$ cat config.mk
export PLATFORM = sky130hd
export DESIGN_NAME = sorted_timer_list_top
export DESIGN_NICKNAME = d
export VERILOG_FILES = /design/src/rtl/stl_pkg.sv /design/src/rtl/stl_ram.sv /design/src/rtl/stl_ctrl.sv /design/src/rtl/stl_dp.sv /design/src/rtl/sorted_timer_list_top.sv
export VERILOG_INCLUDE_DIRS = /design/src /design/src/rtl
export SDC_FILE = /design/constraint.sdc
export NUM_CORES = 2
export LEC_CHECK = 0
export ABC_AREA = 1
export BUFFER_PORTS_ARGS = -buffer_cell sky130_fd_sc_hd__buf_2
export CAP_MARGIN = 20
export CELL_PAD_IN_SITES_DETAIL_PLACEMENT = 0
export CELL_PAD_IN_SITES_GLOBAL_PLACEMENT = 1
export CORE_UTILIZATION = 51
export DETAILED_ROUTE_END_ITERATION = 16
export PLACE_DENSITY = 0.86
export SLEW_MARGIN = 30
export SYNTH_ARGS = -nofsm -noshare
export SYNTH_HDL_FRONTEND = slang
export SYNTH_SLANG_ARGS = --single-unit
$ cat constraint.sdc
create_clock -name clk -period 5.7 [get_ports clk]
set_clock_uncertainty 0.05 [all_clocks]
set_input_delay 1.14 -clock clk [delete_from_list [all_inputs] [get_ports clk]]
set_output_delay 1.14 -clock clk [all_outputs]
set_load 0.005 [all_outputs]
$ cat src/rtl/sorted_timer_list_top_defines.svh
// ----------------------------------------------------------------------------
// Sorted timer list assertion macros
// Shared concurrent assertion wrappers, sampled on clk, disabled in rst.
// ----------------------------------------------------------------------------
`ifndef SORTED_TIMER_LIST_TOP_DEFINES_SVH
`define SORTED_TIMER_LIST_TOP_DEFINES_SVH

// plain property check
`define STL_ASSERT(lbl, prop, msg) \
  lbl: assert property (@(posedge clk) disable iff (rst) (prop)) else $error(msg);

// same-cycle implication
`define STL_ASSERT_IMP(lbl, ante, cons, msg) \
  lbl: assert property (@(posedge clk) disable iff (rst) (ante) |-> (cons)) else $error(msg);

`endif

$ cat src/rtl/stl_pkg.sv
// ----------------------------------------------------------------------------
// Sorted timer list package
// Operation and status codes, controller/datapath command and status types.
// ----------------------------------------------------------------------------
package stl_pkg;

  localparam logic [1:0] OP_SORTED = 2'd0;
  localparam logic [1:0] OP_TAIL   = 2'd1;
  localparam logic [1:0] OP_REMOVE = 2'd2;
  localparam logic [1:0] OP_QUERY  = 2'd3;

  localparam logic [1:0] ST_DONE     = 2'd0;
  localparam logic [1:0] ST_LINKED   = 2'd1;
  localparam logic [1:0] ST_UNLINKED = 2'd2;

  typedef struct packed {
    logic load;
    logic clr;
    logic rm;
    logic set_lnk;
    logic set_unl;
    logic key_wr;
    logic tail_set;
    logic walk_start;
    logic walk_step;
    logic spl1;
    logic spl2;
    logic out_load;
  } stl_cmd_t;

  typedef struct packed {
    logic is_query;
    logic node_bad;
    logic is_remove;
    logic is_tail;
    logic linked;
    logic walk_stop;
    logic clr_last;
    logic out_free;
  } stl_sts_t;

endpackage

$ cat src/rtl/stl_ram.sv
// ----------------------------------------------------------------------------
// Sorted timer list RAM
// Generic single write port RAM with one registered read port.
// ----------------------------------------------------------------------------
module stl_ram #(
  parameter int WIDTH = 8,
  parameter int DEPTH = 32
) (
  input  logic                     clk,
  input  logic                     we,
  input  logic [$clog2(DEPTH)-1:0] waddr,
  input  logic [WIDTH-1:0]         wdata,
  input  logic [$clog2(DEPTH)-1:0] raddr,
  output logic [WIDTH-1:0]         rdata
);

  logic [WIDTH-1:0] mem [DEPTH];

  always_ff @(posedge clk) begin
    if (we) begin
      mem[waddr] <= wdata;
    end
    rdata <= mem[raddr];
  end

endmodule

$ cat src/rtl/stl_ctrl.sv
// ----------------------------------------------------------------------------
// Sorted timer list controller
// Sequences clear pass, lookup, walk, splice/unlink and result handoff.
// ----------------------------------------------------------------------------
module stl_ctrl
  import stl_pkg::*;
(
  input  logic     clk,
  input  logic     rst,
  input  logic     in_valid,
  output logic     in_ready,
  input  stl_sts_t sts,
  output stl_cmd_t cmd
);

  localparam logic [2:0] S_CLR  = 3'd0;
  localparam logic [2:0] S_IDLE = 3'd1;
  localparam logic [2:0] S_LOOK = 3'd2;
  localparam logic [2:0] S_CHK  = 3'd3;
  localparam logic [2:0] S_WALK = 3'd4;
  localparam logic [2:0] S_SPL1 = 3'd5;
  localparam logic [2:0] S_SPL2 = 3'd6;
  localparam logic [2:0] S_DONE = 3'd7;

  logic [2:0] state;
  logic [2:0] state_next;

  always_ff @(posedge clk) begin
    if (rst) begin
      state <= S_CLR;
    end else begin
      state <= state_next;
    end
  end

  always_comb begin
    state_next = state;
    cmd        = '0;
    in_ready   = 1'b0;
    case (state)
      S_CLR: begin
        cmd.clr = 1'b1;
        if (sts.clr_last) begin
          state_next = S_IDLE;
        end
      end
      S_IDLE: begin
        in_ready = 1'b1;
        if (in_valid) begin
          cmd.load   = 1'b1;
          state_next = S_LOOK;
        end
      end
      S_LOOK: begin
        if (sts.is_query || sts.node_bad) begin
          state_next = S_DONE;
        end else begin
          state_next = S_CHK;
        end
      end
      S_CHK: begin
        if (sts.is_remove) begin
          if (sts.linked) begin
            cmd.rm = 1'b1;
          end else begin
            cmd.set_unl = 1'b1;
          end
          state_next = S_DONE;
        end else if (sts.linked) begin
          cmd.set_lnk = 1'b1;
          state_next  = S_DONE;
        end else begin
          cmd.key_wr = 1'b1;
          if (sts.is_tail) begin
            cmd.tail_set = 1'b1;
            state_next   = S_SPL1;
          end else begin
            cmd.walk_start = 1'b1;
            state_next     = S_WALK;
          end
        end
      end
      S_WALK: begin
        if (sts.walk_stop) begin
          state_next = S_SPL1;
        end else begin
          cmd.walk_step = 1'b1;
        end
      end
      S_SPL1: begin
        cmd.spl1   = 1'b1;
        state_next = S_SPL2;
      end
      S_SPL2: begin
        cmd.spl2   = 1'b1;
        state_next = S_DONE;
      end
      S_DONE: begin
        if (sts.out_free) begin
          cmd.out_load = 1'b1;
          state_next   = S_IDLE;
        end
      end
      default: begin
        state_next = S_CLR;
      end
    endcase
  end

endmodule

$ cat src/rtl/stl_dp.sv
// ----------------------------------------------------------------------------
// Sorted timer list datapath
// Link, key and linked-flag RAMs, head pointers, walk cursor, result register.
// ----------------------------------------------------------------------------
`include "sorted_timer_list_top_defines.svh"

module stl_dp
  import stl_pkg::*;
#(
  parameter int NODES     = 32,
  parameter int KEY_WIDTH = 32
) (
  input  logic        clk,
  input  logic        rst,
  input  stl_cmd_t    cmd,
  output stl_sts_t    sts,
  input  logic [1:0]  in_op,
  input  logic [4:0]  in_node,
  input  logic [31:0] in_key,
  output logic        out_valid,
  input  logic        out_ready,
  output logic [1:0]  out_status,
  output logic        out_empty
);

  localparam int IDX_W  = $clog2(NODES);
  localparam int LINK_W = $clog2(NODES + 1);
  localparam logic [LINK_W-1:0] HEAD = LINK_W'(NODES);

  function automatic logic [LINK_W-1:0] link_ok(input logic [LINK_W-1:0] v);
    link_ok = (v > HEAD) ? HEAD : v;
  endfunction

  logic [1:0]           op_r;
  logic [IDX_W-1:0]     n_r;
  logic                 node_bad_r;
  logic [KEY_WIDTH-1:0] key_r;
  logic [LINK_W-1:0]    at_r;
  logic [LINK_W-1:0]    cur_r;
  logic [LINK_W-1:0]    head_first;
  logic [LINK_W-1:0]    head_last;
  logic [1:0]           status_r;
  logic [IDX_W-1:0]     clr_cnt;

  logic [63:0]          key_ext;
  logic [31:0]          node_ext;
  logic                 node_bad_in;
  logic [LINK_W-1:0]    n_link;

  logic [LINK_W-1:0]    nxt_q;
  logic [LINK_W-1:0]    prv_q;
  logic [KEY_WIDTH-1:0] key_q;
  logic [0:0]           lnk_q;
  logic [LINK_W-1:0]    nxt_ok;
  logic [LINK_W-1:0]    a_link;
  logic [LINK_W-1:0]    b_link;

  logic [IDX_W-1:0]     raddr;
  logic                 nxt_we;
  logic [IDX_W-1:0]     nxt_waddr;
  logic [LINK_W-1:0]    nxt_wdata;
  logic                 prv_we;
  logic [IDX_W-1:0]     prv_waddr;
  logic [LINK_W-1:0]    prv_wdata;
  logic                 lnk_we;
  logic [IDX_W-1:0]     lnk_waddr;
  logic [0:0]           lnk_wdata;

  assign key_ext     = 64'(in_key);
  assign node_ext    = 32'(in_node);
  assign node_bad_in = node_ext >= 32'(NODES);
  assign n_link      = LINK_W'(n_r);
  assign nxt_ok      = link_ok(nxt_q);
  assign a_link      = link_ok(prv_q);
  assign b_link      = link_ok(nxt_q);

  // read address: node under operation, or the walk cursor
  always_comb begin
    if (cmd.walk_start) begin
      raddr = head_first[IDX_W-1:0];
    end else if (cmd.walk_step) begin
      raddr = nxt_ok[IDX_W-1:0];
    end else begin
      raddr = n_r;
    end
  end

  always_comb begin
    nxt_we    = 1'b0;
    nxt_waddr = n_r;
    nxt_wdata = cur_r;
    prv_we    = 1'b0;
    prv_waddr = n_r;
    prv_wdata = at_r;
    lnk_we    = 1'b0;
    lnk_waddr = n_r;
    lnk_wdata = 1'b0;
    if (cmd.clr) begin
      lnk_we    = 1'b1;
      lnk_waddr = clr_cnt;
    end
    if (cmd.rm) begin
      nxt_we    = a_link != HEAD;
      nxt_waddr = a_link[IDX_W-1:0];
      nxt_wdata = b_link;
      prv_we    = b_link != HEAD;
      prv_waddr = b_link[IDX_W-1:0];
      prv_wdata = a_link;
      lnk_we    = 1'b1;
    end
    if (cmd.spl1) begin
      nxt_we    = 1'b1;
      prv_we    = 1'b1;
      lnk_we    = 1'b1;
      lnk_wdata = 1'b1;
    end
    if (cmd.spl2) begin
      nxt_we    = at_r != HEAD;
      nxt_waddr = at_r[IDX_W-1:0];
      nxt_wdata = n_link;
      prv_we    = cur_r != HEAD;
      prv_waddr = cur_r[IDX_W-1:0];
      prv_wdata = n_link;
    end
  end

  stl_ram #(.WIDTH(LINK_W), .DEPTH(NODES)) u_nxt_ram (
    .clk   (clk),
    .we    (nxt_we),
    .waddr (nxt_waddr),
    .wdata (nxt_wdata),
    .raddr (raddr),
    .rdata (nxt_q)
  );

  stl_ram #(.WIDTH(LINK_W), .DEPTH(NODES)) u_prv_ram (
    .clk   (clk),
    .we    (prv_we),
    .waddr (prv_waddr),
    .wdata (prv_wdata),
    .raddr (raddr),
    .rdata (prv_q)
  );

  stl_ram #(.WIDTH(KEY_WIDTH), .DEPTH(NODES)) u_key_ram (
    .clk   (clk),
    .we    (cmd.key_wr),
    .waddr (n_r),
    .wdata (key_r),
    .raddr (raddr),
    .rdata (key_q)
  );

  stl_ram #(.WIDTH(1), .DEPTH(NODES)) u_lnk_ram (
    .clk   (clk),
    .we    (lnk_we),
    .waddr (lnk_waddr),
    .wdata (lnk_wdata),
    .raddr (raddr),
    .rdata (lnk_q)
  );

  always_ff @(posedge clk) begin
    if (cmd.load) begin
      op_r       <= in_op;
      n_r        <= node_ext[IDX_W-1:0];
      node_bad_r <= node_bad_in;
      key_r      <= key_ext[KEY_WIDTH-1:0];
      status_r   <= (node_bad_in && in_op != OP_QUERY) ? ST_UNLINKED : ST_DONE;
    end else if (cmd.set_lnk) begin
      status_r <= ST_LINKED;
    end else if (cmd.set_unl) begin
      status_r <= ST_UNLINKED;
    end
    if (cmd.tail_set) begin
      at_r  <= head_last;
      cur_r <= HEAD;
    end else if (cmd.walk_start) begin
      at_r  <= HEAD;
      cur_r <= head_first;
    end else if (cmd.walk_step) begin
      at_r  <= cur_r;
      cur_r <= nxt_ok;
    end
    if (cmd.out_load) begin
      out_status <= status_r;
      out_empty  <= head_first == HEAD;
    end
  end

  always_ff @(posedge clk) begin
    if (rst) begin
      head_first <= HEAD;
      head_last  <= HEAD;
      clr_cnt    <= '0;
      out_valid  <= 1'b0;
    end else begin
      if (cmd.clr) begin
        clr_cnt <= clr_cnt + 1'b1;
      end
      if (cmd.rm && a_link == HEAD) begin
        head_first <= b_link;
      end else if (cmd.spl2 && at_r == HEAD) begin
        head_first <= n_link;
      end
      if (cmd.rm && b_link == HEAD) begin
        head_last <= a_link;
      end else if (cmd.spl2 && cur_r == HEAD) begin
        head_last <= n_link;
      end
      if (cmd.out_load) begin
        out_valid <= 1'b1;
      end else if (out_ready) begin
        out_valid <= 1'b0;
      end
    end
  end

  always_comb begin
    sts.is_query  = op_r == OP_QUERY;
    sts.node_bad  = node_bad_r;
    sts.is_remove = op_r == OP_REMOVE;
    sts.is_tail   = op_r == OP_TAIL || key_r == {KEY_WIDTH{1'b1}};
    sts.linked    = lnk_q[0];
    sts.walk_stop = cur_r == HEAD || key_q > key_r;
    sts.clr_last  = clr_cnt == IDX_W'(NODES - 1);
    sts.out_free  = !out_valid || out_ready;
  end

  `STL_ASSERT_IMP(a_spl_order, cmd.spl2, $past(cmd.spl1), "splice steps out of order")
  `STL_ASSERT_IMP(a_out_free, cmd.out_load, !out_valid || out_ready, "result overwritten")
  `STL_ASSERT_IMP(a_walk_self, cmd.walk_step, cur_r != n_link, "walk reached new node")
  `STL_ASSERT(a_rm_head, cmd.rm |=> head_first != n_link, "removed node still first")

endmodule

$ cat src/rtl/sorted_timer_list_top.sv
// ----------------------------------------------------------------------------
// Sorted timer list top level
// Key-ordered doubly linked list of NODES entries with sorted/tail insert,
// remove and empty query; one result beat per operation.
// ----------------------------------------------------------------------------
// channel   dir  tdata fields (low bit first)
// s_axis    in   op[1:0], node[6:2], key[38:7], pad[39]
// m_axis    out  status[1:0], list_empty[2], pad[7:3]
//
// A query or out-of-range node goes from lookup to the result; remove
// and insert of a linked node pass the check state; tail insert adds the
// splice states; sorted insert also walks, one step per entry passed (up to
// NODES-1) on the registered next-link RAM read. The next beat can be taken
// in the cycle after a result is loaded. After reset all linked flags are
// cleared; no beat is accepted meanwhile. Input is taken while a result waits
// in the output register; a held result stalls only the next completion.
// ----------------------------------------------------------------------------
module sorted_timer_list_top
  import stl_pkg::*;
#(
  parameter int NODES     = 32,
  parameter int KEY_WIDTH = 32
) (
  input  logic        clk,
  input  logic        rst,
  input  logic        s_tvalid,
  output logic        s_tready,
  input  logic [39:0] s_tdata,   // op[1:0], node[6:2], key[38:7], zero[39]
  output logic        m_tvalid,
  input  logic        m_tready,
  output logic [7:0]  m_tdata    // status[1:0], list_empty[2], zero[7:3]
);

  stl_cmd_t   cmd;
  stl_sts_t   sts;
  logic [1:0] out_status;
  logic       out_empty;

  stl_ctrl u_ctrl (
    .clk      (clk),
    .rst      (rst),
    .in_valid (s_tvalid),
    .in_ready (s_tready),
    .sts      (sts),
    .cmd      (cmd)
  );

  stl_dp #(
    .NODES     (NODES),
    .KEY_WIDTH (KEY_WIDTH)
  ) u_dp (
    .clk        (clk),
    .rst        (rst),
    .cmd        (cmd),
    .sts        (sts),
    .in_op      (s_tdata[1:0]),
    .in_node    (s_tdata[6:2]),
    .in_key     (s_tdata[38:7]),
    .out_valid  (m_tvalid),
    .out_ready  (m_tready),
    .out_status (out_status),
    .out_empty  (out_empty)
  );

  assign m_tdata = {5'b0, out_empty, out_status};

endmodule

### After elaboration in Yosys (flattened, before gate mapping)

Memory sizes are Yosys's and may differ from the RTL's. A register that Yosys moved wholly into a read port is not among the register bits.
Index checks and enable logic that the tools add are counted.

| cells by class | value |
|---|---|
| reduce and logical (&&, ||, !) cells | 18 |
| $add $sub $neg | 1 |
| magnitude comparators | 4 |
| multiplexer cells | 75 |
| eq/ne operators | 26 |

Operator list:

| cell | count |
|---|---|
| $mux 6 | 16 |
| $mux 1 | 38 |
| $mux 5 | 7 |
| $eq 32x32->1 const B | 1 |
| $gt 32x32->1 | 1 |
| $eq 6x6->1 const B | 5 |
| $mux 3 | 8 |
| $ne 6x6->1 const B | 4 |
| $pmux 3 s8 | 1 |
| $eq 3x3->1 const B | 4 |
| $gt 6x6->1 const B | 2 |
| $mux 2 | 5 |
| $ne 2x2->1 const B | 5 |
| $reduce_bool 2->1 | 4 |
| $eq 3x2->1 const B | 2 |
| $ge 5x6->1 const B | 1 |
| $reduce_bool 3->1 | 2 |
| $add 5x1->5 const B | 1 |
| $eq 5x5->1 const B | 1 |
| $logic_and 1x1->1 | 5 |
| $eq 2x2->1 const B | 2 |
| $logic_or 1x1->1 | 4 |
| $reduce_and 4->1 | 1 |
| $eq 3x1->1 const B | 1 |
| 3 further kinds | 3 |

| word-level totals | value |
|---|---|
| memory bits (writable) | 1440 |
| memories kept | 4 |
| output and inout bits | 10 |
| register bits | 78 |
| word-level logic and storage cells | 142 |
| input bits | 44 |

Memory list:

| name | depth | bits a word | read ports | clocked after Yosys merged registers in | wr ports | RTL line | text |
|---|---|---|---|---|---|---|---|
| u_dp.u_key_ram.mem | 32 | 32 | 1 | 1 | 1 | stl_ram.sv:17 | `logic [WIDTH-1:0] mem [DEPTH];` |
| u_dp.u_nxt_ram.mem | 32 | 6 | 1 | 1 | 1 | stl_ram.sv:17 |  |
| u_dp.u_prv_ram.mem | 32 | 6 | 1 | 1 | 1 | stl_ram.sv:17 |  |
| u_dp.u_lnk_ram.mem | 32 | 1 | 1 | 1 | 1 | stl_ram.sv:17 |  |

### Logic depth before layout (Yosys ltp)

| logic depth | value |
|---|---|
| word-level depth | 11 |
| depth in mapped cells | 28 |

### By module

A second synthesis with hierarchy kept.

| second synthesis, totals | value |
|---|---|
| cells, all modules | 5699 |
| area, all modules | 64752.1 um^2 |

Modules (own cells, without submodules):

| module | cells an instance | seq. area each (um^2) | instances | area an instance (um^2) |
|---|---|---|---|---|
| stl_ram (u_dp.u_key_ram) | 3536 | 31390.1 | 1 | 42405.7 |
| stl_ram (u_dp.u_nxt_ram ...) | 704 | 5885.6 | 2 | 8077.7 |
| stl_dp | 527 | 1981.9 | 1 | 4264.1 |
| stl_ram (u_dp.u_lnk_ram) | 160 | 980.9 | 1 | 1555.2 |
| stl_ctrl | 61 | 60.1 | 1 | 322.8 |
| sorted_timer_list_top | 7 | 0.0 | 1 | 48.8 |

### Worst setup path before layout

No wires, ideal clock.

| path | value |
|---|---|
| path type | input-to-reg |
| start | input s_tvalid |
| end | register u_dp.status_r[0] (enable) |
| arrival | 4.320 ns |
| path buffers | 0 |
| library setup time | 0.338 ns |
| stages on the path | 4 |
| required time | 5.312 ns |
| setup slack | 0.992 ns |
| cells stage by stage | inv_1 > nor3_1 > nor2_1 > o31ai_1 |

RTL lines:

| item | RTL line | text |
|---|---|---|
| from (decl) | sorted_timer_list_top.sv:26 | `input logic s_tvalid,` |
| to (signal assigned) | stl_dp.sv:169 | `status_r <= (node_bad_in && in_op != OP_QUERY) ? ST_UNLINKED : ST_DONE;` |
| to (decl) | stl_dp.sv:42 | `logic [1:0] status_r;` |

### Worst setup path in the final report

| path | value |
|---|---|
| start | register u_dp.key_r[16] |
| end | register u_dp.u_prv_ram.rdata[0], read port of u_dp.u_prv_ram.mem |

| between the ends | value |
|---|---|
| longest elaborated chain between the ends | 7 |

Ends and longest elaborated chain:

| item | RTL line | text |
|---|---|---|
| from (decl) | stl_dp.sv:37 | `logic [KEY_WIDTH-1:0] key_r;` |
| from (signal assigned) | stl_dp.sv:168 | `key_r <= key_ext[KEY_WIDTH-1:0];` |
| parallel branches: the longest is 6 deep, another holds $gt 32x32->1 | n/a |  |
| $mux 5 * | stl_dp.sv:79 | `if (cmd.walk_start) begin` |
| to (decl) | stl_ram.sv:14 | `output logic [WIDTH-1:0] rdata` |

Mark *: on every way between the ends.
A chain may end at the register's enable or synchronous reset.

==> results.tsv <==
metric	value	unit
die_w	370	um
synth-async-reset-ratio	0	
syn_inst	6579	
wire_per_inst	21.4	um
clk_latency	0.79	ns
critPathBufInv	3	
core	134000	um2
p_total	33700	uW
grt_overflow	0	
tns	0	ns
postCtsHoldBufs	0	
reg2reg_depth	17	
powerDensity	439	nW/um2
clock_path_buffers	3	
cts_buffers	159	
initial_core_util	0.516	
grt_start_max_net_pins	177	
diodes	0	
path_class	reg2reg	
yosys.area.top_type_share	0.649	
dr_total_vias	47883	
viasPerCell	5.66	
maxCapViolations	0	
period_needed	4.81	ns
crit_path_end_kind	register	
drv_slew	0	
crit_cells	17	
die_y	370	um
cts_resized	0	
min-delay-start	u_dp.status_r[0]$_SDFFCE_PP0P_	
setup_violations	0	
yosysMostFrequentCell	nand2_1	
place_ws	1.02	ns
dieArea	137000	um2
ant_nets	0	
dpl.hpwl	97400	um
grt_first_pass_wirelength	272000	um
setup_slack	0.893	ns
synth_ff_type	edfxtp_1	
min_to	u_dp.out_status[0]$_DFFE_PP_	
cp_cell_sequence	nand2_1 -> nor3_1 -> nand2_1 -> nor3_1 -> nand2_1 -> nand3_4 -> nand2_1 -> inv_2 -> nor2_1 -> a21oi_4 -> buf_12 -> buf_12 -> nand3_1 -> nand3_1 -> nand2_1 -> nand2_1 -> nand2_1	
final_cell_area	76700	um2
num_rows	134	
grt_pass1_vias	45472	
ctsRootBufferMaster	clkbuf_16	
first_iter_violations	5540	
crit_fanout	64	
htreeDepth	4	
ys_ff_latch	1562	
outcome	finished clean	
ys_warn_count	0	
vdd_ir_drop_max	0.333	mV
drt_wl_total	181000	um
placed_area	71600	um2
rsz0062_at_grt	false	
hold_depth	0	
crit_path_start_kind	register	
yosysSeqAreaShare	0.670	
worstReg2RegStart	u_dp.key_r[16]$_DFFE_PP_	
r2r_slack	0.89	ns
relSlewSlack	0.296	
synth.top_cells.by_count	1,646 x nand2_1, 1,554 x nand3_1, 1,490 x edfxtp_1	
clock-sinks	1562	
max_stage_delay	0.88	ns
drcViolationCount	0	
first_pass_iters	9	
ys_types	41	
drive_above_1_share	0.0746	
fmax	208	MHz
crit_family	simple AND/OR/NAND/NOR gates	
tightest_slew	1.05	ns
io_pins	54	
cts_tree	yes	
reg2reg_to	u_dp.u_prv_ram.rdata[0]$_DFF_P_	
clk_pin_slew_worst_paths	0.06	ns
synth_area	69000	um2
fin_nets	6634	
track_usage	0.263	
io_buffers	47	
timing.final.hold_violations	0	
yosys.area.top_type	edfxtp_1	
antenna_found_initial	0	
yosys-top-cells-area	edfxtp_1 65%, nand3_1 11%, nand2_1 9.0%, inv_1 4.6%, dfxtp_1 2.1%	
synth_edf_count	1490	
critical_path_required	6.31	ns
gp_congestion	0.858	
post-cts-setup-buffers	0	
leakage	0.0310	uW
period_share	0.843	
cp_common_cell	nand2_1	
syn_area_per_cell	10.5	um2
hold_path_class	reg2reg	
area_delta_synth_final	11.2	%
crit_slowest_cell	edfxtp_1	
crit_arrival	5.41	ns
metrics by stage:
stage | hold WS [ns] | cells | util
final | 0.413 | 8454 | 0.573
after global routing | 0.433 | 8454 | 0.573
after global placement | 0.394 | 8150 | 0.533
after floorplan | 0.350 | 6583 | -
after CTS | 0.420 | 8450 | 0.572
after detailed placement | 0.372 | 8159 | 0.535
final cells by class:
| type | count | area (um2) |
|---|---|---|
| fill | 10856 | 57100 |
| sequential | 1562 | 46200 |
| multi-input combinational | 3771 | 17800 |
| clock buffer | 217 | 4420 |
| inverter | 854 | 3220 |
| timing repair buffer | 208 | 2240 |
| tap | 1768 | 2210 |
| clock inverter | 74 | 594 |
flip-flops by register name, indices dropped and copies added (netlist names):
signal and count:
u_dp.n_r 5, u_dp.at_r 6, u_dp.op_r 2, u_dp.u_prv_ram.mem 192
u_dp.u_key_ram.rdata 32, u_dp.u_lnk_ram.mem 32, u_dp.key_r 32, u_dp.out_empty 1
u_dp.cur_r 6, u_dp.out_valid 1, u_ctrl.state 3, u_dp.out_status 2
u_dp.u_prv_ram.rdata 6, u_dp.u_lnk_ram.rdata 1, u_dp.u_nxt_ram.rdata 6, u_dp.clr_cnt 5
u_dp.u_nxt_ram.mem 192, u_dp.head_first 6, u_dp.head_last 6, u_dp.u_key_ram.mem 1024
u_dp.status_r 2
where the power goes:
| part | internal [uW] | switching, uW |
|---|---|---|
| Combinational | 2910 | 7160 |
| Clock | 5720 | 4360 |
| Sequential | 13300 | 209 |
logic make-up (layout without fill, tap and decap cells):
kind of cell,after synthesis,count (layout),share of synthesized area
and+or+nand+nor,3615,3615,0.236
other,1,5,0.0000544
AOI/OAI and AO/OA,117,117,0.00983
adders and majority gates,34,34,0.00617
DFF,1562,1562,0.670
buffers and inverters,1250,1353,0.0781
how the worst max path moves through the flow:
| stage | start | endpoint | slack (ns) |
|---|---|---|---|
| floorplan | s_tvalid | u_dp.status_r[0]$_SDFFCE_PP0P_ | 0.99 |
| global placement | u_dp.key_r[16]$_DFFE_PP_ | u_dp.u_prv_ram.rdata[0]$_DFF_P_ | 1.11 |
| detailed placement | u_dp.key_r[16]$_DFFE_PP_ | u_dp.u_prv_ram.rdata[0]$_DFF_P_ | 1.02 |
| CTS | u_dp.key_r[16]$_DFFE_PP_ | u_dp.u_prv_ram.rdata[0]$_DFF_P_ | 1.02 |
| global route | u_dp.key_r[16]$_DFFE_PP_ | u_dp.u_key_ram.rdata[9]$_DFF_P_ | 0.75 |
| finish | u_dp.key_r[16]$_DFFE_PP_ | u_dp.u_prv_ram.rdata[0]$_DFF_P_ | 0.89 |
placed cells by master, fill, tap and decap left out, drive strengths merged, types with 7 or more instances in the layout:
cell,netlist,final
edfxtp,1490,1490
clkinv,2,56
a211oi,7,7
o21ai,50,50
buf,347,208
o211ai,7,7
ha,34,34
nand3,1555,1555
nand2,1648,1648
nand4,10,10
nor3,14,14
nor2,206,206
dfxtp,72,72
o22ai,11,11
inv,852,862
clkbuf,49,217
nand3b,180,180
a21oi,29,29
per-layer routing:
layer / GRT usage / vias up / part of all wire
li1: - / 22140 / -
met1: 0.368 / 23137 / 0.41
met2: 0.418 / 2232 / 0.47
met3: 0.0428 / 374 / 0.090
met4: 0.0935 / 0 / 0.031
met5: 0 / - / 0
worst register-to-register path: stages, from the launching register on:
cell	delay, ns
edfxtp_1	0.88
nand2_1	0.13
nor3_1	0.61
nand2_1	0.19
nor3_1	0.18
nand2_1	0.28
nand3_4	0.21
nand2_1	0.15
inv_2	0.20
nor2_1	0.12
a21oi_4	0.24
buf_12	0.42
buf_12	0.40
nand3_1	0.21
nand3_1	0.15
nand2_1	0.11
nand2_1	0.07
nand2_1	0.09
(Power assumes the default switching activity.)
